===== config.mk =====
export PLATFORM = sky130hd
export DESIGN_NAME = icmp_echo_reply_rewriter_flat
export DESIGN_NICKNAME = d
export VERILOG_FILES = /design/src/design/icmp_echo_pkg.sv /design/src/design/icmp_echo_req_if.sv /design/src/design/icmp_echo_rsp_if.sv /design/src/design/icmp_echo_csr.sv /design/src/design/icmp_echo_dp.sv /design/src/design/icmp_echo_ctrl.sv /design/src/design/icmp_echo_reply_rewriter.sv /design/src/flat_wrapper.sv
export SDC_FILE = /design/constraint.sdc
export NUM_CORES = 1
export LEC_CHECK = 0
export BUFFER_PORTS_ARGS = -buffer_cell sky130_fd_sc_hd__buf_4
export CAP_MARGIN = 20
export CORE_ASPECT_RATIO = 0.9
export CORE_MARGIN = 3
export CORE_UTILIZATION = 50
export CTS_BUF_LIST = sky130_fd_sc_hd__clkbuf_2
export DETAILED_ROUTE_END_ITERATION = 8
export PLACE_DENSITY = 0.67
export SYNTH_ARGS = -nofsm -noshare
export SYNTH_HDL_FRONTEND = slang
export SYNTH_SLANG_ARGS = --single-unit

===== constraint.sdc =====
create_clock -name clock -period 12.8 [get_ports clock]
set_input_delay 2.56 -clock clock [delete_from_list [all_inputs] [get_ports clock]]
set_output_delay 2.56 -clock clock [all_outputs]
set_load 0.005 [all_outputs]

===== src/design/icmp_echo_pkg.sv =====
// ----------------------------------------------------------------------------
// ICMP echo responder package
// Shared constants, frame layout positions, helper functions and the
// command and status structures between the controller and the datapath.
// ----------------------------------------------------------------------------
package icmp_echo_pkg;

   // Buffer depth for the header, up to and including the ICMP checksum word.
   localparam int HEADER_WORDS   = 39;
   // Saturation point of the word counter.
   localparam int POSITION_LIMIT = 1023;

   localparam int WORD_W = 16;
   localparam int AW     = $clog2(HEADER_WORDS);
   localparam int PW     = $clog2(POSITION_LIMIT + 1);
   localparam int IHL_W  = 4;
   localparam int SUM_W  = 22;

   // Configuration port.
   localparam int CSR_ADDR_W = 4;
   localparam int CSR_DATA_W = 64;
   localparam logic REG_OWN_IP  = 1'b0;
   localparam logic REG_OWN_MAC = 1'b1;

   // Word positions in the frame.
   localparam int POS_MAC_SRC0 = 3;
   localparam int POS_MAC_SRC1 = 4;
   localparam int POS_MAC_SRC2 = 5;
   localparam int POS_IHL      = 7;
   localparam int POS_IP_CSUM  = 12;
   localparam int POS_SRC_HI   = 13;
   localparam int POS_SRC_LO   = 14;
   localparam int POS_DST_HI   = 15;
   localparam int POS_DST_LO   = 16;
   localparam int TYPE_BASE    = 7;
   localparam int NEED_BASE    = 9;
   localparam int MIN_IHL      = 5;

   // ICMP codes and checksum adjust constants.
   localparam logic [7:0] ICMP_ECHO_REQUEST = 8'h08;
   localparam logic [7:0] ICMP_ECHO_REPLY   = 8'h00;
   localparam logic [7:0] CSUM_HI_INC       = 8'h08;
   localparam logic [7:0] CSUM_HI_LIMIT     = 8'hFF - 8'h08;
   localparam logic [3:0] IHL_MASK          = 4'h0F;

   // Controller to datapath commands.
   typedef struct packed {
      logic          store_we;
      logic [AW-1:0] store_addr;
      logic [AW-1:0] rd_addr;
      logic          sum_clear;
      logic          sum_add;
      logic          type_load;
      logic          csum_load;
      logic          emit_load;
      logic [AW-1:0] emit_idx;
      logic [AW-1:0] type_pos;
      logic          emit_last;
      logic          pass_load;
   } cmd_type;

   // Datapath to controller status.
   typedef struct packed {
      logic out_free;
      logic is_echo;
   } status_type;

   // Number of words up to and including the ICMP checksum word.
   function automatic logic [PW-1:0] header_need(input logic [IHL_W-1:0] ihl);
      return PW'(NEED_BASE) + PW'({ihl, 1'b0});
   endfunction

   // Position of the ICMP type word.
   function automatic logic [PW-1:0] type_pos(input logic [IHL_W-1:0] ihl);
      return PW'(TYPE_BASE) + PW'({ihl, 1'b0});
   endfunction

endpackage


===== src/design/icmp_echo_req_if.sv =====
// ----------------------------------------------------------------------------
// Request frame channel
// Valid/ready channel carrying one 16-bit frame word per beat.
// ----------------------------------------------------------------------------
interface icmp_echo_req_if;
   logic                              valid;
   logic                              ready;
   logic [icmp_echo_pkg::WORD_W-1:0]  frame_word;
   logic                              frame_last;
   logic                              odd_tail;

   modport source (output valid, frame_word, frame_last, odd_tail, input ready);
   modport sink   (input valid, frame_word, frame_last, odd_tail, output ready);
endinterface


===== src/design/icmp_echo_rsp_if.sv =====
// ----------------------------------------------------------------------------
// Reply frame channel
// Valid/ready channel carrying one 16-bit reply word per beat.
// ----------------------------------------------------------------------------
interface icmp_echo_rsp_if;
   logic                              valid;
   logic                              ready;
   logic [icmp_echo_pkg::WORD_W-1:0]  reply_word;
   logic                              reply_last;
   logic                              reply_odd_tail;

   modport source (output valid, reply_word, reply_last, reply_odd_tail, input ready);
   modport sink   (input valid, reply_word, reply_last, reply_odd_tail, output ready);
endinterface


===== src/design/icmp_echo_csr.sv =====
// ----------------------------------------------------------------------------
// ICMP echo responder register file
// APB-style port holding the own IPv4 and own MAC address registers.
// ----------------------------------------------------------------------------
module icmp_echo_csr (
   input  logic                                  clock,
   input  logic                                  reset,
   input  logic                                  psel,
   input  logic                                  penable,
   input  logic                                  pwrite,
   input  logic [icmp_echo_pkg::CSR_ADDR_W-1:0]  paddr,
   input  logic [icmp_echo_pkg::CSR_DATA_W-1:0]  pwdata,
   output logic [icmp_echo_pkg::CSR_DATA_W-1:0]  prdata,
   output logic                                  pready,
   output logic [31:0]                           own_ip,
   output logic [47:0]                           own_mac
);

   logic [31:0] own_ip_ff, own_ip_in;
   logic [47:0] own_mac_ff, own_mac_in;
   logic        wr_en;

   // Registers sit 8 bytes apart; address bit 3 selects the register.
   assign wr_en = psel && penable && pwrite;

   always_comb begin
      own_ip_in  = own_ip_ff;
      own_mac_in = own_mac_ff;
      if (wr_en) begin
         unique case (paddr[3])
            icmp_echo_pkg::REG_OWN_IP:  own_ip_in  = pwdata[31:0];
            icmp_echo_pkg::REG_OWN_MAC: own_mac_in = pwdata[47:0];
            default: ;
         endcase
      end
   end

   always_ff @(posedge clock) begin
      if (reset) begin
         own_ip_ff  <= '0;
         own_mac_ff <= '0;
      end else begin
         own_ip_ff  <= own_ip_in;
         own_mac_ff <= own_mac_in;
      end
   end

   // Read data is returned in the access cycle.
   always_comb begin
      unique case (paddr[3])
         icmp_echo_pkg::REG_OWN_IP:  prdata = {32'b0, own_ip_ff};
         icmp_echo_pkg::REG_OWN_MAC: prdata = {16'b0, own_mac_ff};
         default:                    prdata = '0;
      endcase
   end

   assign pready  = 1'b1;
   assign own_ip  = own_ip_ff;
   assign own_mac = own_mac_ff;

endmodule


===== src/design/icmp_echo_dp.sv =====
// ----------------------------------------------------------------------------
// ICMP echo responder datapath
// Header buffer, header checksum accumulator, reply word rewrite and the
// output register.
// ----------------------------------------------------------------------------
module icmp_echo_dp (
   input  logic                               clock,
   input  logic                               reset,
   input  icmp_echo_pkg::cmd_type             cmd,
   output icmp_echo_pkg::status_type          status,
   input  logic [icmp_echo_pkg::WORD_W-1:0]   req_word,
   input  logic                               req_last,
   input  logic                               req_odd,
   input  logic [31:0]                        own_ip,
   input  logic [47:0]                        own_mac,
   input  logic                               rsp_ready,
   output logic                               rsp_valid,
   output logic [icmp_echo_pkg::WORD_W-1:0]   rsp_word,
   output logic                               rsp_last,
   output logic                               rsp_odd
);

   localparam int WW  = icmp_echo_pkg::WORD_W;
   localparam int SW  = icmp_echo_pkg::SUM_W;
   localparam int AWL = icmp_echo_pkg::AW;
   typedef logic [AWL-1:0] aw_type;

   logic [WW-1:0] store_mem [icmp_echo_pkg::HEADER_WORDS];
   logic [WW-1:0] rd_data_ff;
   logic [SW-1:0] sum_ff, sum_in;
   logic [7:0]    type_ff;
   logic [WW-1:0] csum_ff;
   logic [SW-1:0] csum_total;
   logic [16:0]   csum_fold1;
   logic [16:0]   csum_fold2;
   logic [7:0]    adj_hi, adj_lo;
   logic [WW-1:0] emit_word;
   logic          out_free;
   logic          is_echo;
   logic          rsp_valid_ff, rsp_valid_in;
   logic [WW-1:0] rsp_word_ff;
   logic          rsp_last_ff, rsp_odd_ff;

   // Header buffer with a registered read port.
   always_ff @(posedge clock) begin
      if (cmd.store_we) begin
         store_mem[cmd.store_addr] <= req_word;
      end
      rd_data_ff <= store_mem[cmd.rd_addr];
   end

   // Running sum of the IP header words that survive the rewrite.
   always_comb begin
      sum_in = sum_ff;
      if (cmd.sum_clear) begin
         sum_in = '0;
      end else if (cmd.sum_add) begin
         sum_in = sum_ff + SW'(req_word);
      end
   end

   always_ff @(posedge clock) begin
      if (reset) begin
         sum_ff <= '0;
      end else begin
         sum_ff <= sum_in;
      end
   end

   // ICMP type byte, checked when the checksum word arrives.
   always_ff @(posedge clock) begin
      if (cmd.type_load) begin
         type_ff <= req_word[15:8];
      end
   end

   assign is_echo = (type_ff == icmp_echo_pkg::ICMP_ECHO_REQUEST);

   // Add the new source address, fold twice and complement.
   assign csum_total = sum_ff + SW'(own_ip[31:16]) + SW'(own_ip[15:0]);
   assign csum_fold1 = 17'(csum_total[15:0]) + 17'(csum_total[SW-1:16]);
   assign csum_fold2 = 17'(csum_fold1[15:0]) + 17'(csum_fold1[16]);

   always_ff @(posedge clock) begin
      if (cmd.csum_load) begin
         csum_ff <= ~csum_fold2[15:0];
      end
   end

   // Byte-wise adjust of the ICMP checksum for the type change.
   always_comb begin
      adj_hi = rd_data_ff[15:8] + icmp_echo_pkg::CSUM_HI_INC;
      adj_lo = rd_data_ff[7:0];
      if (rd_data_ff[15:8] > icmp_echo_pkg::CSUM_HI_LIMIT) begin
         adj_lo = rd_data_ff[7:0] + 8'd1;
      end
   end

   // Select the rewritten header word for the current emit index.
   always_comb begin
      if (cmd.emit_idx == aw_type'(icmp_echo_pkg::POS_MAC_SRC0)) begin
         emit_word = own_mac[47:32];
      end else if (cmd.emit_idx == aw_type'(icmp_echo_pkg::POS_MAC_SRC1)) begin
         emit_word = own_mac[31:16];
      end else if (cmd.emit_idx == aw_type'(icmp_echo_pkg::POS_MAC_SRC2)) begin
         emit_word = own_mac[15:0];
      end else if (cmd.emit_idx == aw_type'(icmp_echo_pkg::POS_IP_CSUM)) begin
         emit_word = csum_ff;
      end else if (cmd.emit_idx == aw_type'(icmp_echo_pkg::POS_SRC_HI)) begin
         emit_word = own_ip[31:16];
      end else if (cmd.emit_idx == aw_type'(icmp_echo_pkg::POS_SRC_LO)) begin
         emit_word = own_ip[15:0];
      end else if (cmd.emit_idx == cmd.type_pos) begin
         emit_word = {icmp_echo_pkg::ICMP_ECHO_REPLY, 8'h00};
      end else if (cmd.emit_idx == cmd.type_pos + aw_type'(1)) begin
         emit_word = {adj_hi, adj_lo};
      end else begin
         emit_word = rd_data_ff;
      end
   end

   // Output register: a new beat loads when the register is empty or drains.
   assign out_free = !rsp_valid_ff || rsp_ready;
   assign status   = '{out_free: out_free, is_echo: is_echo};

   always_comb begin
      rsp_valid_in = rsp_valid_ff;
      if (cmd.emit_load || cmd.pass_load) begin
         rsp_valid_in = 1'b1;
      end else if (rsp_ready) begin
         rsp_valid_in = 1'b0;
      end
   end

   always_ff @(posedge clock) begin
      if (reset) begin
         rsp_valid_ff <= 1'b0;
      end else begin
         rsp_valid_ff <= rsp_valid_in;
      end
   end

   always_ff @(posedge clock) begin
      if (cmd.emit_load) begin
         rsp_word_ff <= emit_word;
         rsp_last_ff <= cmd.emit_last;
         rsp_odd_ff  <= 1'b0;
      end else if (cmd.pass_load) begin
         rsp_word_ff <= req_word;
         rsp_last_ff <= req_last;
         rsp_odd_ff  <= req_odd && req_last;
      end
   end

   assign rsp_valid = rsp_valid_ff;
   assign rsp_word  = rsp_word_ff;
   assign rsp_last  = rsp_last_ff;
   assign rsp_odd   = rsp_odd_ff;

endmodule


===== src/design/icmp_echo_ctrl.sv =====
// ----------------------------------------------------------------------------
// ICMP echo responder controller
// Frame state machine: header collection, checksum, reply emission,
// payload streaming and discarding of dropped frames.
// ----------------------------------------------------------------------------
module icmp_echo_ctrl (
   input  logic                                 clock,
   input  logic                                 reset,
   input  logic                                 req_valid,
   output logic                                 req_ready,
   input  logic                                 req_last,
   input  logic                                 req_odd,
   input  logic [icmp_echo_pkg::IHL_W-1:0]      req_ihl,
   output icmp_echo_pkg::cmd_type               cmd,
   input  icmp_echo_pkg::status_type            status
);

   localparam int PW = icmp_echo_pkg::PW;
   localparam int AW = icmp_echo_pkg::AW;
   localparam int IW = icmp_echo_pkg::IHL_W;

   localparam logic [2:0] S_COLLECT = 3'd0;
   localparam logic [2:0] S_STREAM  = 3'd1;
   localparam logic [2:0] S_DISCARD = 3'd2;
   localparam logic [2:0] S_CSUM    = 3'd3;
   localparam logic [2:0] S_EMIT_RD = 3'd4;
   localparam logic [2:0] S_EMIT_WR = 3'd5;

   logic [2:0]                        state_ff, state_in;
   logic [PW-1:0]                     pos_ff, pos_in;
   logic [icmp_echo_pkg::IHL_W-1:0]   ihl_ff, ihl_in;
   logic [AW-1:0]                     idx_ff, idx_in;
   logic                              last_ff, last_in;
   logic [icmp_echo_pkg::IHL_W-1:0]   ihl_eff;
   logic [PW-1:0]                     need_eff, tpos_eff, need_cur, tpos_cur;
   logic [AW-1:0]                     rd_addr;
   logic                              is_final_emit;
   logic                              odd;
   logic                              in_ip_sum;
   logic                              bad_ihl;

   // IHL of the current word: the nibble arrives with word seven.
   assign ihl_eff  = (pos_ff == PW'(icmp_echo_pkg::POS_IHL))
                     ? (req_ihl & icmp_echo_pkg::IHL_MASK) : ihl_ff;
   assign need_eff = icmp_echo_pkg::header_need(ihl_eff);
   assign tpos_eff = icmp_echo_pkg::type_pos(ihl_eff);
   assign need_cur = icmp_echo_pkg::header_need(ihl_ff);
   assign tpos_cur = icmp_echo_pkg::type_pos(ihl_ff);
   assign odd      = req_odd && req_last;
   assign bad_ihl  = (ihl_eff < IW'(icmp_echo_pkg::MIN_IHL))
                     || (need_eff > PW'(icmp_echo_pkg::HEADER_WORDS));

   // IP header words summed: all but the checksum and destination address.
   assign in_ip_sum = (pos_ff >= PW'(icmp_echo_pkg::POS_IHL)) && (pos_ff < tpos_eff)
                      && (pos_ff != PW'(icmp_echo_pkg::POS_IP_CSUM))
                      && (pos_ff != PW'(icmp_echo_pkg::POS_DST_HI))
                      && (pos_ff != PW'(icmp_echo_pkg::POS_DST_LO));

   assign is_final_emit = (PW'(idx_ff) + PW'(1)) == need_cur;

   // Read address for reply word: MAC and IP addresses swap places.
   always_comb begin
      if (idx_ff < AW'(icmp_echo_pkg::POS_MAC_SRC0)) begin
         rd_addr = idx_ff + AW'(icmp_echo_pkg::POS_MAC_SRC0);
      end else if ((idx_ff == AW'(icmp_echo_pkg::POS_DST_HI))
                   || (idx_ff == AW'(icmp_echo_pkg::POS_DST_LO))) begin
         rd_addr = idx_ff - AW'(2);
      end else begin
         rd_addr = idx_ff;
      end
   end

   // Next state and commands.
   always_comb begin
      state_in       = state_ff;
      pos_in         = pos_ff;
      ihl_in         = ihl_ff;
      idx_in         = idx_ff;
      last_in        = last_ff;
      req_ready      = 1'b0;
      cmd.store_we   = 1'b0;
      cmd.store_addr = pos_ff[AW-1:0];
      cmd.rd_addr    = rd_addr;
      cmd.sum_clear  = 1'b0;
      cmd.sum_add    = 1'b0;
      cmd.type_load  = 1'b0;
      cmd.csum_load  = 1'b0;
      cmd.emit_load  = 1'b0;
      cmd.emit_idx   = idx_ff;
      cmd.type_pos   = tpos_cur[AW-1:0];
      cmd.emit_last  = is_final_emit && last_ff;
      cmd.pass_load  = 1'b0;

      unique case (state_ff)
         S_COLLECT: begin
            req_ready = 1'b1;
            if (req_valid) begin
               cmd.store_we = (pos_ff < PW'(icmp_echo_pkg::HEADER_WORDS));
               if (pos_ff == PW'(icmp_echo_pkg::POS_IHL)) begin
                  ihl_in = ihl_eff;
               end
               if ((pos_ff == PW'(icmp_echo_pkg::POS_IHL)) && bad_ihl) begin
                  // Short or oversize header: drop the frame.
                  if (req_last) begin
                     state_in = S_COLLECT;
                     pos_in = '0;
                     ihl_in = '0;
                     cmd.sum_clear = 1'b1;
                  end else begin
                     state_in = S_DISCARD;
                  end
               end else if ((pos_ff >= PW'(icmp_echo_pkg::POS_IHL))
                            && ((pos_ff + PW'(1)) == need_eff)) begin
                  // ICMP checksum word: the header is complete.
                  if (odd || !status.is_echo) begin
                     if (req_last) begin
                        state_in = S_COLLECT;
                        pos_in = '0;
                        ihl_in = '0;
                        cmd.sum_clear = 1'b1;
                     end else begin
                        state_in = S_DISCARD;
                     end
                  end else begin
                     state_in = S_CSUM;
                     last_in  = req_last;
                     pos_in   = pos_ff + PW'(1);
                  end
               end else begin
                  cmd.sum_add   = in_ip_sum;
                  cmd.type_load = (pos_ff == tpos_eff);
                  if (req_last) begin
                     state_in = S_COLLECT;
                     pos_in = '0;
                     ihl_in = '0;
                     cmd.sum_clear = 1'b1;
                  end else begin
                     pos_in = pos_ff + PW'(1);
                  end
               end
            end
         end
         S_STREAM: begin
            req_ready = status.out_free;
            if (req_valid && status.out_free) begin
               cmd.pass_load = 1'b1;
               if (req_last) begin
                  state_in = S_COLLECT;
                  pos_in = '0;
                  ihl_in = '0;
                  cmd.sum_clear = 1'b1;
               end else if (pos_ff < PW'(icmp_echo_pkg::POSITION_LIMIT)) begin
                  pos_in = pos_ff + PW'(1);
               end
            end
         end
         S_DISCARD: begin
            req_ready = 1'b1;
            if (req_valid) begin
               if (req_last) begin
                  state_in = S_COLLECT;
                  pos_in = '0;
                  ihl_in = '0;
                  cmd.sum_clear = 1'b1;
               end else if (pos_ff < PW'(icmp_echo_pkg::POSITION_LIMIT)) begin
                  pos_in = pos_ff + PW'(1);
               end
            end
         end
         S_CSUM: begin
            cmd.csum_load = 1'b1;
            idx_in   = '0;
            state_in = S_EMIT_RD;
         end
         S_EMIT_RD: begin
            state_in = S_EMIT_WR;
         end
         S_EMIT_WR: begin
            if (status.out_free) begin
               cmd.emit_load = 1'b1;
               if (is_final_emit) begin
                  if (last_ff) begin
                     state_in = S_COLLECT;
                     pos_in = '0;
                     ihl_in = '0;
                     cmd.sum_clear = 1'b1;
                  end else begin
                     state_in = S_STREAM;
                  end
               end else begin
                  idx_in   = idx_ff + AW'(1);
                  state_in = S_EMIT_RD;
               end
            end
         end
         default: begin
            state_in = S_COLLECT;
         end
      endcase
   end

   always_ff @(posedge clock) begin
      if (reset) begin
         state_ff <= S_COLLECT;
         pos_ff   <= '0;
         ihl_ff   <= '0;
         idx_ff   <= '0;
         last_ff  <= 1'b0;
      end else begin
         state_ff <= state_in;
         pos_ff   <= pos_in;
         ihl_ff   <= ihl_in;
         idx_ff   <= idx_in;
         last_ff  <= last_in;
      end
   end

   // The output register is never loaded from two sources at once.
   a_single_load: assert property (@(posedge clock) disable iff (reset)
      !(cmd.emit_load && cmd.pass_load))
      else $error("emit and pass load in the same cycle");

   // A beat is loaded only when the output register can take it.
   a_load_free: assert property (@(posedge clock) disable iff (reset)
      (cmd.emit_load || cmd.pass_load) |-> status.out_free)
      else $error("output register overwritten");

   // The checksum cycle is always followed by the first buffer read.
   a_csum_then_read: assert property (@(posedge clock) disable iff (reset)
      (state_ff == S_CSUM) |=> (state_ff == S_EMIT_RD && idx_ff == '0))
      else $error("checksum not followed by reply emission");

   // The emit index never runs past the buffered header.
   a_idx_bound: assert property (@(posedge clock) disable iff (reset)
      (state_ff == S_EMIT_WR) |-> ((PW'(idx_ff) < need_cur)
                                   && (need_cur <= PW'(icmp_echo_pkg::HEADER_WORDS))))
      else $error("emit index beyond header");

   // No input beat is taken while the reply header is emitted.
   a_no_accept_emit: assert property (@(posedge clock) disable iff (reset)
      (state_ff == S_CSUM || state_ff == S_EMIT_RD || state_ff == S_EMIT_WR)
      |-> !req_ready)
      else $error("input accepted during reply emission");

endmodule


===== src/design/icmp_echo_reply_rewriter.sv =====
// ----------------------------------------------------------------------------
// ICMP echo reply rewriter
// Turns Ethernet/IPv4/ICMP echo requests into echo replies on a 16-bit
// word stream; all other frames are dropped.
// ----------------------------------------------------------------------------
// Usage:
//   req_ch carries the incoming frame, one big-endian 16-bit word per beat,
//   frame_last on the final word and odd_tail when that word holds one byte.
//   rsp_ch carries the reply frame in the same format. The csr_ port holds
//   own_ip at byte address 0 and own_mac at byte address 8; write them while
//   no frame is in flight.
//   Header words (9 + 2*IHL of them, 19 to 39) are taken one per cycle and
//   stored in the header buffer. After the ICMP checksum word the IP header
//   checksum is computed and registered. Each reply header word is then read
//   through the buffer's registered read port and loaded into the output
//   register before the next word is read. Payload words then pass one per
//   cycle while the receiver takes them, registered in the output register.
//   A dropped frame produces no beats and is swallowed one word per cycle.
//   Reset clears the frame state and both address registers; the buffer
//   needs no clearing. When the receiver stalls, the output register holds
//   its beat, header emission pauses and payload input is back-pressured.
// ----------------------------------------------------------------------------
module icmp_echo_reply_rewriter (
   input  logic                                  clock,
   input  logic                                  reset,
   icmp_echo_req_if.sink                         req_ch,
   icmp_echo_rsp_if.source                       rsp_ch,
   input  logic                                  csr_psel,
   input  logic                                  csr_penable,
   input  logic                                  csr_pwrite,
   input  logic [icmp_echo_pkg::CSR_ADDR_W-1:0]  csr_paddr,
   input  logic [icmp_echo_pkg::CSR_DATA_W-1:0]  csr_pwdata,
   output logic [icmp_echo_pkg::CSR_DATA_W-1:0]  csr_prdata,
   output logic                                  csr_pready
);

   icmp_echo_pkg::cmd_type    cmd;
   icmp_echo_pkg::status_type status;
   logic [31:0]               own_ip;
   logic [47:0]               own_mac;

   // Address registers.
   icmp_echo_csr u_csr (
      .clock   (clock),
      .reset   (reset),
      .psel    (csr_psel),
      .penable (csr_penable),
      .pwrite  (csr_pwrite),
      .paddr   (csr_paddr),
      .pwdata  (csr_pwdata),
      .prdata  (csr_prdata),
      .pready  (csr_pready),
      .own_ip  (own_ip),
      .own_mac (own_mac)
   );

   // Frame state machine.
   icmp_echo_ctrl u_ctrl (
      .clock     (clock),
      .reset     (reset),
      .req_valid (req_ch.valid),
      .req_ready (req_ch.ready),
      .req_last  (req_ch.frame_last),
      .req_odd   (req_ch.odd_tail),
      .req_ihl   (req_ch.frame_word[11:8]),
      .cmd       (cmd),
      .status    (status)
   );

   // Header buffer, checksum and output register.
   icmp_echo_dp u_dp (
      .clock     (clock),
      .reset     (reset),
      .cmd       (cmd),
      .status    (status),
      .req_word  (req_ch.frame_word),
      .req_last  (req_ch.frame_last),
      .req_odd   (req_ch.odd_tail),
      .own_ip    (own_ip),
      .own_mac   (own_mac),
      .rsp_ready (rsp_ch.ready),
      .rsp_valid (rsp_ch.valid),
      .rsp_word  (rsp_ch.reply_word),
      .rsp_last  (rsp_ch.reply_last),
      .rsp_odd   (rsp_ch.reply_odd_tail)
   );

endmodule


===== src/flat_wrapper.sv =====
// flat-port wrapper written by rule: the top's interface ports become plain ports
module icmp_echo_reply_rewriter_flat 
  (clock, reset, csr_psel, csr_penable, csr_pwrite, csr_paddr, csr_pwdata, csr_prdata, csr_pready, req_ch_valid, req_ch_frame_word, req_ch_frame_last, req_ch_odd_tail, req_ch_ready, rsp_ch_valid, rsp_ch_reply_word, rsp_ch_reply_last, rsp_ch_reply_odd_tail, rsp_ch_ready);
  icmp_echo_req_if req_ch_i ();
  icmp_echo_rsp_if rsp_ch_i ();
  input  logic clock;
  input  logic reset;
  input  logic csr_psel;
  input  logic csr_penable;
  input  logic csr_pwrite;
  input  logic [icmp_echo_pkg::CSR_ADDR_W-1:0] csr_paddr;
  input  logic [icmp_echo_pkg::CSR_DATA_W-1:0] csr_pwdata;
  output logic [icmp_echo_pkg::CSR_DATA_W-1:0] csr_prdata;
  output logic csr_pready;
  input wire logic [$bits(req_ch_i.valid)-1:0] req_ch_valid;
  input wire logic [$bits(req_ch_i.frame_word)-1:0] req_ch_frame_word;
  input wire logic [$bits(req_ch_i.frame_last)-1:0] req_ch_frame_last;
  input wire logic [$bits(req_ch_i.odd_tail)-1:0] req_ch_odd_tail;
  output wire logic [$bits(req_ch_i.ready)-1:0] req_ch_ready;
  output wire logic [$bits(rsp_ch_i.valid)-1:0] rsp_ch_valid;
  output wire logic [$bits(rsp_ch_i.reply_word)-1:0] rsp_ch_reply_word;
  output wire logic [$bits(rsp_ch_i.reply_last)-1:0] rsp_ch_reply_last;
  output wire logic [$bits(rsp_ch_i.reply_odd_tail)-1:0] rsp_ch_reply_odd_tail;
  input wire logic [$bits(rsp_ch_i.ready)-1:0] rsp_ch_ready;
  assign req_ch_i.valid = req_ch_valid;
  assign req_ch_i.frame_word = req_ch_frame_word;
  assign req_ch_i.frame_last = req_ch_frame_last;
  assign req_ch_i.odd_tail = req_ch_odd_tail;
  assign req_ch_ready = req_ch_i.ready;
  assign rsp_ch_valid = rsp_ch_i.valid;
  assign rsp_ch_reply_word = rsp_ch_i.reply_word;
  assign rsp_ch_reply_last = rsp_ch_i.reply_last;
  assign rsp_ch_reply_odd_tail = rsp_ch_i.reply_odd_tail;
  assign rsp_ch_i.ready = rsp_ch_ready;
  icmp_echo_reply_rewriter u_core (.clock(clock), .reset(reset), .req_ch(req_ch_i), .rsp_ch(rsp_ch_i), .csr_psel(csr_psel), .csr_penable(csr_penable), .csr_pwrite(csr_pwrite), .csr_paddr(csr_paddr), .csr_pwdata(csr_pwdata), .csr_prdata(csr_prdata), .csr_pready(csr_pready));
endmodule

==> qor.csv, run 1 <==
stage,metric,value,unit
synthesis,synthArstFlopShare,0,
synthesis,synth-seq-cells,809,
synthesis,synthesis.area,37100,sq um
synthesis,synth_area_leaders,"edfxtp_1 (54%), dfxtp_1 (7.8%), nand2_1 (6.0%)",
sta,rsz0062_at_grt,false,
critical_path,crit_slowest_cell,or4_1,
grt,grt_max_degree,109,
synthesis,synth_top_area_share,0.538,
floorplanning,die-height,264,microns
routing,finalWirelength,104,mm
routing,wl_per_cell,23.5,microns
grt,grt_pass1_vias,25800,
critical_path,startpoint,u_core.u_csr.own_ip[18],
sta,slew_headroom,0.306,
grt,antenna_found_initial,8,
floorplanning,num_rows,94,
sta,tightest_slew,1040,ps
power_and_ir_drop,powerDensity,115,nW/um^2
synthesis,synth_seq_area_share,0.616,
critical_path,slowest_delay,630,ps
routing,vias_per_cell,5.99,
placement,io_buffers,141,
routing,vias,26500,
routing,drt-pass1-iter-count,8,
placement,place_hpwl,67.0,mm
finish,final_common_cell,edfxtp_1,
floorplanning,start_util,0.506,
routing,drt-initial-drc-count,3027,
sta,tns,0,ps
synthesis,synth_cell_types,88,
sta,period_minus_slack,7930,ps
sta,setup_viol,0,
power_and_ir_drop,ir_worst_vdd,0.0835,mV
synthesis,ys.flop_type,edfxtp_1,
critical_path,cp_data_required_time,13940,ps
routing,drc_errors,0,
critical_path,rr_worst_depth,27,
power_and_ir_drop,leakagePower,0.0152,uW
clock_network,cts_max_level,4,
synthesis,synthCells,3063,
critical_path,end_kind,flip-flop,
sta,max_freq,0.126,GHz
clock_network,cts-root-buf,clkbuf_2,
synthesis,avgSynthCellArea,12.1,sq um
finish,layout-drive-gt1-share,0.190,
grt,track_usage,0.266,
min_path,hp-class,flip-flop to flip-flop,
clock_network,cts_made_buffers,197,
clock_network,clk_latency,1500,ps
clock_network,hold_buffers,0,
placement,place_congestion,0.924,
placement,postPlaceCellArea,39100,sq um
critical_path,rr_endpoint,u_core.u_dp.csum_ff[14],
finish,fillers,6093,
floorplanning,core-area,73300,sq um
critical_path,endpoint,u_core.u_dp.csum_ff[14],
clock_network,cts.clk_slew.worst_paths,100,ps
job,maxCapViolations,0,
critical_path,crit_top_cell,ha_1,
sta,fin_skew,132,ps
finish,final_cell_mix,"edfxtp_1 (665), nand2_1 (596), clkbuf_2 (297)",
floorplanning,die_w,293,microns
clock_network,cts.sinks,809,
sta,finalCritPeriodShare,0.620,
grt,globalRoute.totalOverflow,0,
grt,grt_pass1_wl,155,mm
synthesis,synth_edf_count,665,
status,outcome,"complete, no violations",
finish,final_cell_area,41000,sq um
critical_path,worstPathMaxFanout,5,
critical_path,crit_type,flip-flop to flip-flop,
critical_path,cp.arrival,9080,ps
routing,drtAntennaViolNets,0,
critical_path,r2r-start,u_core.u_csr.own_ip[18],
clock_network,cts_setup_buffers,0,
synthesis,yosys_warnings,0,
placement,dpl.cell_count,4055,
synthesis,yosysTopAreaCell,edfxtp_1,
finish,nets,3475,
clock_network,clock_path_buffers,3,
clock_network,cts_resized,0,
sta,slew_viol_final,0,
finish,stdcell_count,4422,
sta,hold_viol_final,0,
critical_path,ff2ff_setup_slack,4870,ps
critical_path,critPathLaunchType,flip-flop,
clock_network,cts_tree,done,
floorplanning,fp.dieArea,77500,sq um
floorplanning,io_pins,178,
finish,area_growth,10.4,%
worst max-delay path, delay by kind of cell, from the launching register on:
kind / cells / cell delay, ps
XOR/XNOR: 2 / 390
AO/OA/AOI/OAI: 10 / 2230
AND/OR/NAND/NOR: 9 / 2700
adder cells (fa/ha/maj): 6 / 1800
flip-flops: 1 / 550
how the worst min path moves through the flow:
| stage | from | end | slack (ps) | cells after the start |
|---|---|---|---|---|
| after floorplan | u_core.u_csr.own_mac[5] | u_core.u_csr.own_mac[5] | 440 | 2 |
| after global routing | u_core.u_csr.own_mac[30] | u_core.u_csr.own_mac[30] | 500 | 2 |
| final | u_core.u_csr.own_mac[17] | u_core.u_csr.own_mac[17] | 480 | 2 |
| after global placement | u_core.u_csr.own_mac[12] | u_core.u_csr.own_mac[12] | 450 | 2 |
| after CTS | u_core.u_csr.own_mac[17] | u_core.u_csr.own_mac[17] | 480 | 2 |
| after detailed placement | u_core.u_csr.own_mac[17] | u_core.u_csr.own_mac[17] | 460 | 2 |
cells in the mapped netlist (12+ instances only):
cell	number
a211oi_1	16
a21o_1	15
a21oi_1	196
a22oi_1	12
a311oi_1	13
a31oi_1	34
a32oi_1	20
and2_1	27
and3_1	66
buf_1	16
buf_2	28
buf_4	24
clkbuf_1	110
dfxtp_1	144
edfxtp_1	665
fa_1	20
ha_1	65
inv_1	45
mux2_2	36
mux2i_1	95
mux4_2	52
nand2_1	596
nand2b_1	18
nand3_1	114
nand4_1	22
nor2_1	145
nor3_1	41
nor4_1	17
o211ai_1	12
o21ai_0	98
o22ai_1	15
o31ai_1	14
or3_1	22
xnor2_1	56
xor2_1	29
metal layers:
layer / track usage / wire length (microns) / up-vias
met5: 0 / 13 / -
met4: 0.104 / 3460 / 2
met3: 0.0553 / 8970 / 212
met2: 0.422 / 48800 / 1261
met1: 0.362 / 42800 / 13100
li1: - / - / 12000
layout make-up:
cell class	count	area, sq um	share of cell area
flip-flops and latches	809	22900	0.558
clock buffers	297	1490	0.0363
inverters	45	169	0.00412
diodes	5	12.5	0.000305
repair buffers	209	1610	0.0393
well taps	960	1200	0.0293
multi-input cells	2035	13300	0.325
clock inverters	62	323	0.00788
where the power goes:
part / internal, uW / switching [uW] / total (uW)
Sequential: 2850 / 11.2 / 2860
Clock: 638 / 1060 / 1700
Combinational: 48.7 / 110 / 159
metrics by stage:
stage	worst slack [ps]	util	hold slack, ps	power [uW]
floorplan	6520	-	441	2990
global placement	5280	0.533	450	3070
detailed placement	5200	0.533	463	3080
CTS	5140	0.558	477	4760
global route	4580	0.559	500	4920
finish	4870	0.559	477	4720
state kept, by name, indices dropped and copies added (netlist names), 8 cells and up:
name,cells
u_core.u_dp.rd_data_ff,16
u_core.u_dp.csum_ff,16
u_core.u_csr.own_mac,48
u_core.u_dp.sum_ff,22
u_core.u_csr.own_ip,32
u_core.u_ctrl.pos_ff,10
u_core.u_dp.type_ff,8
u_core.u_dp.store_mem,624
u_core.u_dp.rsp_word,16
cell families (layout without fill, tap and decap cells):
| group | after synthesis | count (layout) | synth area share |
|---|---|---|---|
| compound gates | 540 | 540 | 0.0939 |
| xor+xnor | 89 | 89 | 0.0222 |
| fa+ha+maj | 85 | 85 | 0.0327 |
| buf+inv | 234 | 613 | 0.0295 |
| flops | 809 | 809 | 0.616 |
| mux | 185 | 185 | 0.0691 |
| other cells | 2 | 22 | 0.000202 |
| simple gates | 1119 | 1119 | 0.137 |
No activity file was read; power rests on OpenSTA's default activity.
==> run 2, diff against run 1 <==
--- a/config.mk
+++ b/config.mk
@@ -5,6 +5,7 @@
 export SDC_FILE = /design/constraint.sdc
 export NUM_CORES = 1
 export LEC_CHECK = 0
+export ABC_AREA = 1
 export BUFFER_PORTS_ARGS = -buffer_cell sky130_fd_sc_hd__buf_4
 export CAP_MARGIN = 20
 export CORE_ASPECT_RATIO = 0.9
==> constraint.sdc (replaced) <==
create_clock -name clock -period 7.6 [get_ports clock]
set_input_delay 1.52 -clock clock [delete_from_list [all_inputs] [get_ports clock]]
set_output_delay 1.52 -clock clock [all_outputs]
set_load 0.005 [all_outputs]
==> qor.csv, run 2 <==
stage,metric,value,unit,change
status,outcome,"complete, no violations",,unchanged
power_and_ir_drop,power_frac_seq,0.598,,was 0.607
min_path,worstHoldPathCells,3,,was 2
grt,grt_pass1_wl,166,mm,was 155 mm
placement,io_buffers,141,,unchanged
critical_path,end_kind,flip-flop,,unchanged
placement,place_congestion,0.912,,was 0.924
grt,grt_pass1_vias,27300,,was 25800
power_and_ir_drop,powerDensity,194,nW/um^2,was 115 nW/um^2
synthesis,synthesis.area,38500,sq um,was 37100 sq um
synthesis,synth_area_leaders,"edfxtp_1 (52%), nand2_1 (12%), dfxtp_1 (7.5%)",,"was edfxtp_1 (54%), dfxtp_1 (7.8%), nand2_1 (6.0%)"
routing,wl_per_cell,20.7,microns,was 23.5 microns
power_and_ir_drop,p_comb_frac,0.055,,was 0.034
floorplanning,io_pins,178,,unchanged
routing,drt-initial-drc-count,3286,,was 3027
critical_path,worstPathMaxFanout,4,,was 5
synthesis,avgSynthCellArea,9.58,sq um,was 12.1 sq um
routing,drt-pass1-iter-count,6,,was 8
placement,place_hpwl,70.6,mm,was 67.0 mm
finish,layout-drive-gt1-share,0.143,,was 0.190
floorplanning,fp.dieArea,80300,sq um,was 77500 sq um
sta,max_freq,0.146,GHz,was 0.126 GHz
power_and_ir_drop,power_switching,2100,uW,was 1180 uW
synthesis,yosysMostFrequentCell,nand2_1,,was edfxtp_1
synthesis,yosys_warnings,0,,unchanged
synthesis,synthCells,4013,,was 3063
power_and_ir_drop,clkPwrFrac,0.347,,was 0.360
synthesis,synth_edf_count,665,,unchanged
clock_network,cts_tree,done,,unchanged
placement,pre_cts_ws,974,ps,was 5200 ps
clock_network,cts_resized,0,,unchanged
finish,stdcell_count,5373,,was 4422
finish,area_growth,9.36,%,was 10.4%
clock_network,cts.clk_slew.worst_paths,120,ps,was 100 ps
floorplanning,core-area,75500,sq um,was 73300 sq um
clock_network,cts_max_level,4,,unchanged
critical_path,crit_top_cell,nand2_1,,was ha_1
finish,final_common_cell,nand2_1,,was edfxtp_1
routing,drtAntennaViolNets,0,,unchanged
synthesis,yosys-top-cells-count,"nand2_1 (1205), edfxtp_1 (665), nor2_1 (390), nand3_1 (363), o21ai_0 (212)",,"was edfxtp_1 (665), nand2_1 (596), a21oi_1 (196), nor2_1 (145), dfxtp_1 (144)"
min_path,hold_path_end,u_core.u_csr.own_mac[32],,was u_core.u_csr.own_mac[17]
floorplanning,die_w,298,microns,was 293 microns
critical_path,rr_worst_depth,39,,was 27
critical_path,cp_data_required_time,8810,ps,was 13940 ps
clock_network,cts_setup_buffers,0,,unchanged
synthesis,synth_top_area_share,0.519,,was 0.538
finish,nets,4400,,was 3475
job,maxCapViolations,0,,unchanged
grt,globalRoute.totalOverflow,0,,unchanged
sta,period_minus_slack,6860,ps,was 7930 ps
critical_path,ff2ff_setup_slack,740,ps,was 4870 ps
finish,largest_reg_flops,624,,unchanged
synthesis,yosysTopAreaCell,edfxtp_1,,unchanged
floorplanning,num_rows,95,,was 94
clock_network,hold_buffers,0,,unchanged
placement,postPlaceCellArea,40300,sq um,was 39100 sq um
sta,rsz0062_at_grt,false,,unchanged
finish,final_cell_area,42100,sq um,was 41000 sq um
critical_path,r2r-start,u_core.u_dp.sum_ff[1],,was u_core.u_csr.own_ip[18]
synthesis,synth_seq_area_share,0.594,,was 0.616
routing,vias,29800,,was 26500
synthesis,synth-seq-cells,809,,unchanged
placement,dpl.cell_count,5035,,was 4055
routing,vias_per_cell,5.54,,was 5.99
sta,hold_viol_final,0,,unchanged
critical_path,cp.arrival,8070,ps,was 9080 ps
sta,slew_headroom,0.265,,was 0.306
routing,finalWirelength,111,mm,was 104 mm
sta,slew_viol_final,0,,unchanged
grt,antenna_found_initial,4,,was 8
min_path,hp-class,primary input to flip-flop,,was flip-flop to flip-flop
clock_network,clk_latency,1480,ps,was 1500 ps
floorplanning,start_util,0.510,,was 0.506
floorplanning,die-height,269,microns,was 264 microns
synthesis,ys.flop_type,edfxtp_1,,unchanged
sta,tightest_slew,1100,ps,was 1040 ps
sta,finalCritPeriodShare,0.903,,was 0.620
finish,final_cell_mix,"nand2_1 (1205), edfxtp_1 (665), nor2_1 (380)",,"was edfxtp_1 (665), nand2_1 (596), clkbuf_2 (297)"
sta,setup_viol,0,,unchanged
sta,tns,0,ps,unchanged
sta,hold_slack,254,ps,was 477 ps
critical_path,rr_endpoint,u_core.u_dp.csum_ff[15],,was u_core.u_dp.csum_ff[14]
power_and_ir_drop,switching_share,0.257,,was 0.250
synthesis,synthArstFlopShare,0,,unchanged
clock_network,clock_path_buffers,3,,unchanged
min_path,min-delay-start,csr_pwdata[32],,was u_core.u_csr.own_mac[17]
clock_network,cts.sinks,809,,unchanged
clock_network,cts-root-buf,clkbuf_2,,unchanged
critical_path,crit_type,flip-flop to flip-flop,,unchanged
routing,drc_errors,0,,unchanged
synthesis,synth_cell_types,62,,was 88
finish,regMostFlops,u_core.u_dp.store_mem,,unchanged
sta,fin_skew,146,ps,was 132 ps
critical_path,crit_slowest_cell,fa_1,,was or4_1
clock_network,cts_made_buffers,200,,was 197
power_and_ir_drop,ir_worst_vdd,0.122,mV,was 0.0835 mV
power_and_ir_drop,internal_power,6050,uW,was 3540 uW
sta,layout_setup_ws,738,ps,was 4870 ps
critical_path,slowest_delay,560,ps,was 630 ps
finish,fillers,6785,,was 6093
critical_path,critPathLaunchType,flip-flop,,unchanged
grt,track_usage,0.272,,was 0.266
power_and_ir_drop,leakagePower,0.0167,uW,was 0.0152 uW
grt,grt_max_degree,119,,was 109
## run 2: cell types whose count changed in the layout (fill, tap and decap cells not counted), sizes merged, moves of 74 or more
cell    previous run  this run
inv               55       227
mux2i             97         0
nand2            596      1224
nand3            114       370
nor2             145       403
o211ai            12        86
o21ai            103       227
## run 2: final cells by class
cell class                      instances  area [sq um]  share of cell area
Timing Repair Buffer                  207          1600              0.0380
Clock inverter                         38           230             0.00547
Sequential cell                       809         22900               0.543
Inverter                              222           853              0.0203
Tap cell                             1018          1270              0.0303
Antenna cell                            5          12.5            0.000297
Multi-Input combinational cell       2782         13800               0.328
Clock buffer                          292          1460              0.0347
## run 2: cell families after synthesis
family          count (synthesis)  synth area share
xor+xnor                       66            0.0154
fa+ha+maj                      85            0.0316
flops                         809             0.594
other cells                     2          0.000195
buf+inv                       437            0.0512
compound gates                548            0.0843
simple gates                 2066             0.223
## run 2: power by group through the flow
stage | clock, uW | sequential [uW] | combinational (uW)
2_1_floorplan | 0 | 4960 | 244
3_3_place_gp | 0 | 4970 | 438
3_5_place_dp | 0 | 4970 | 442
4_1_cts | 2880 | 4870 | 445
5_1_grt | 3100 | 4880 | 491
6_report | 2830 | 4870 | 452
## run 2: critical path: cells and delay by family, from the launching register on
family,cells,cell delay [ps]
adder cells (fa/ha/maj),5,1760
flip-flops,1,370
XOR/XNOR,1,150
buffers and inverters,3,240
AO/OA/AOI/OAI,3,410
AND/OR/NAND/NOR,27,3700
## run 2: layer usage
layer	vias up	part of all wire	wire, microns	global-route usage
li1	14100	-	-	-
met3	198	0.087	9740	0.0528
met5	-	0.00014	16	0
met1	14200	0.44	49300	0.400
met4	2	0.028	3140	0.0959
met2	1246	0.44	49300	0.404
## run 2: worst max-delay path by stage
stage                                     start                       to  slack, ps  cells after the start
final                     u_core.u_dp.sum_ff[1]  u_core.u_dp.csum_ff[15]        740                     39
after CTS                 u_core.u_dp.sum_ff[1]  u_core.u_dp.csum_ff[15]        840                     39
after global placement    u_core.u_dp.sum_ff[1]  u_core.u_dp.csum_ff[15]       1070                     39
after floorplan           u_core.u_dp.sum_ff[1]  u_core.u_dp.csum_ff[15]       2020                     39
after global routing      u_core.u_dp.sum_ff[1]  u_core.u_dp.csum_ff[15]         80                     39
after detailed placement  u_core.u_dp.sum_ff[1]  u_core.u_dp.csum_ff[15]        970                     39
## run 2: through the flow
step                       util  total power (uW)
after floorplan               -              5200
after global placement    0.534              5410
after detailed placement  0.534              5410
after CTS                 0.557              8200
after global routing      0.557              8470
final                     0.557              8150
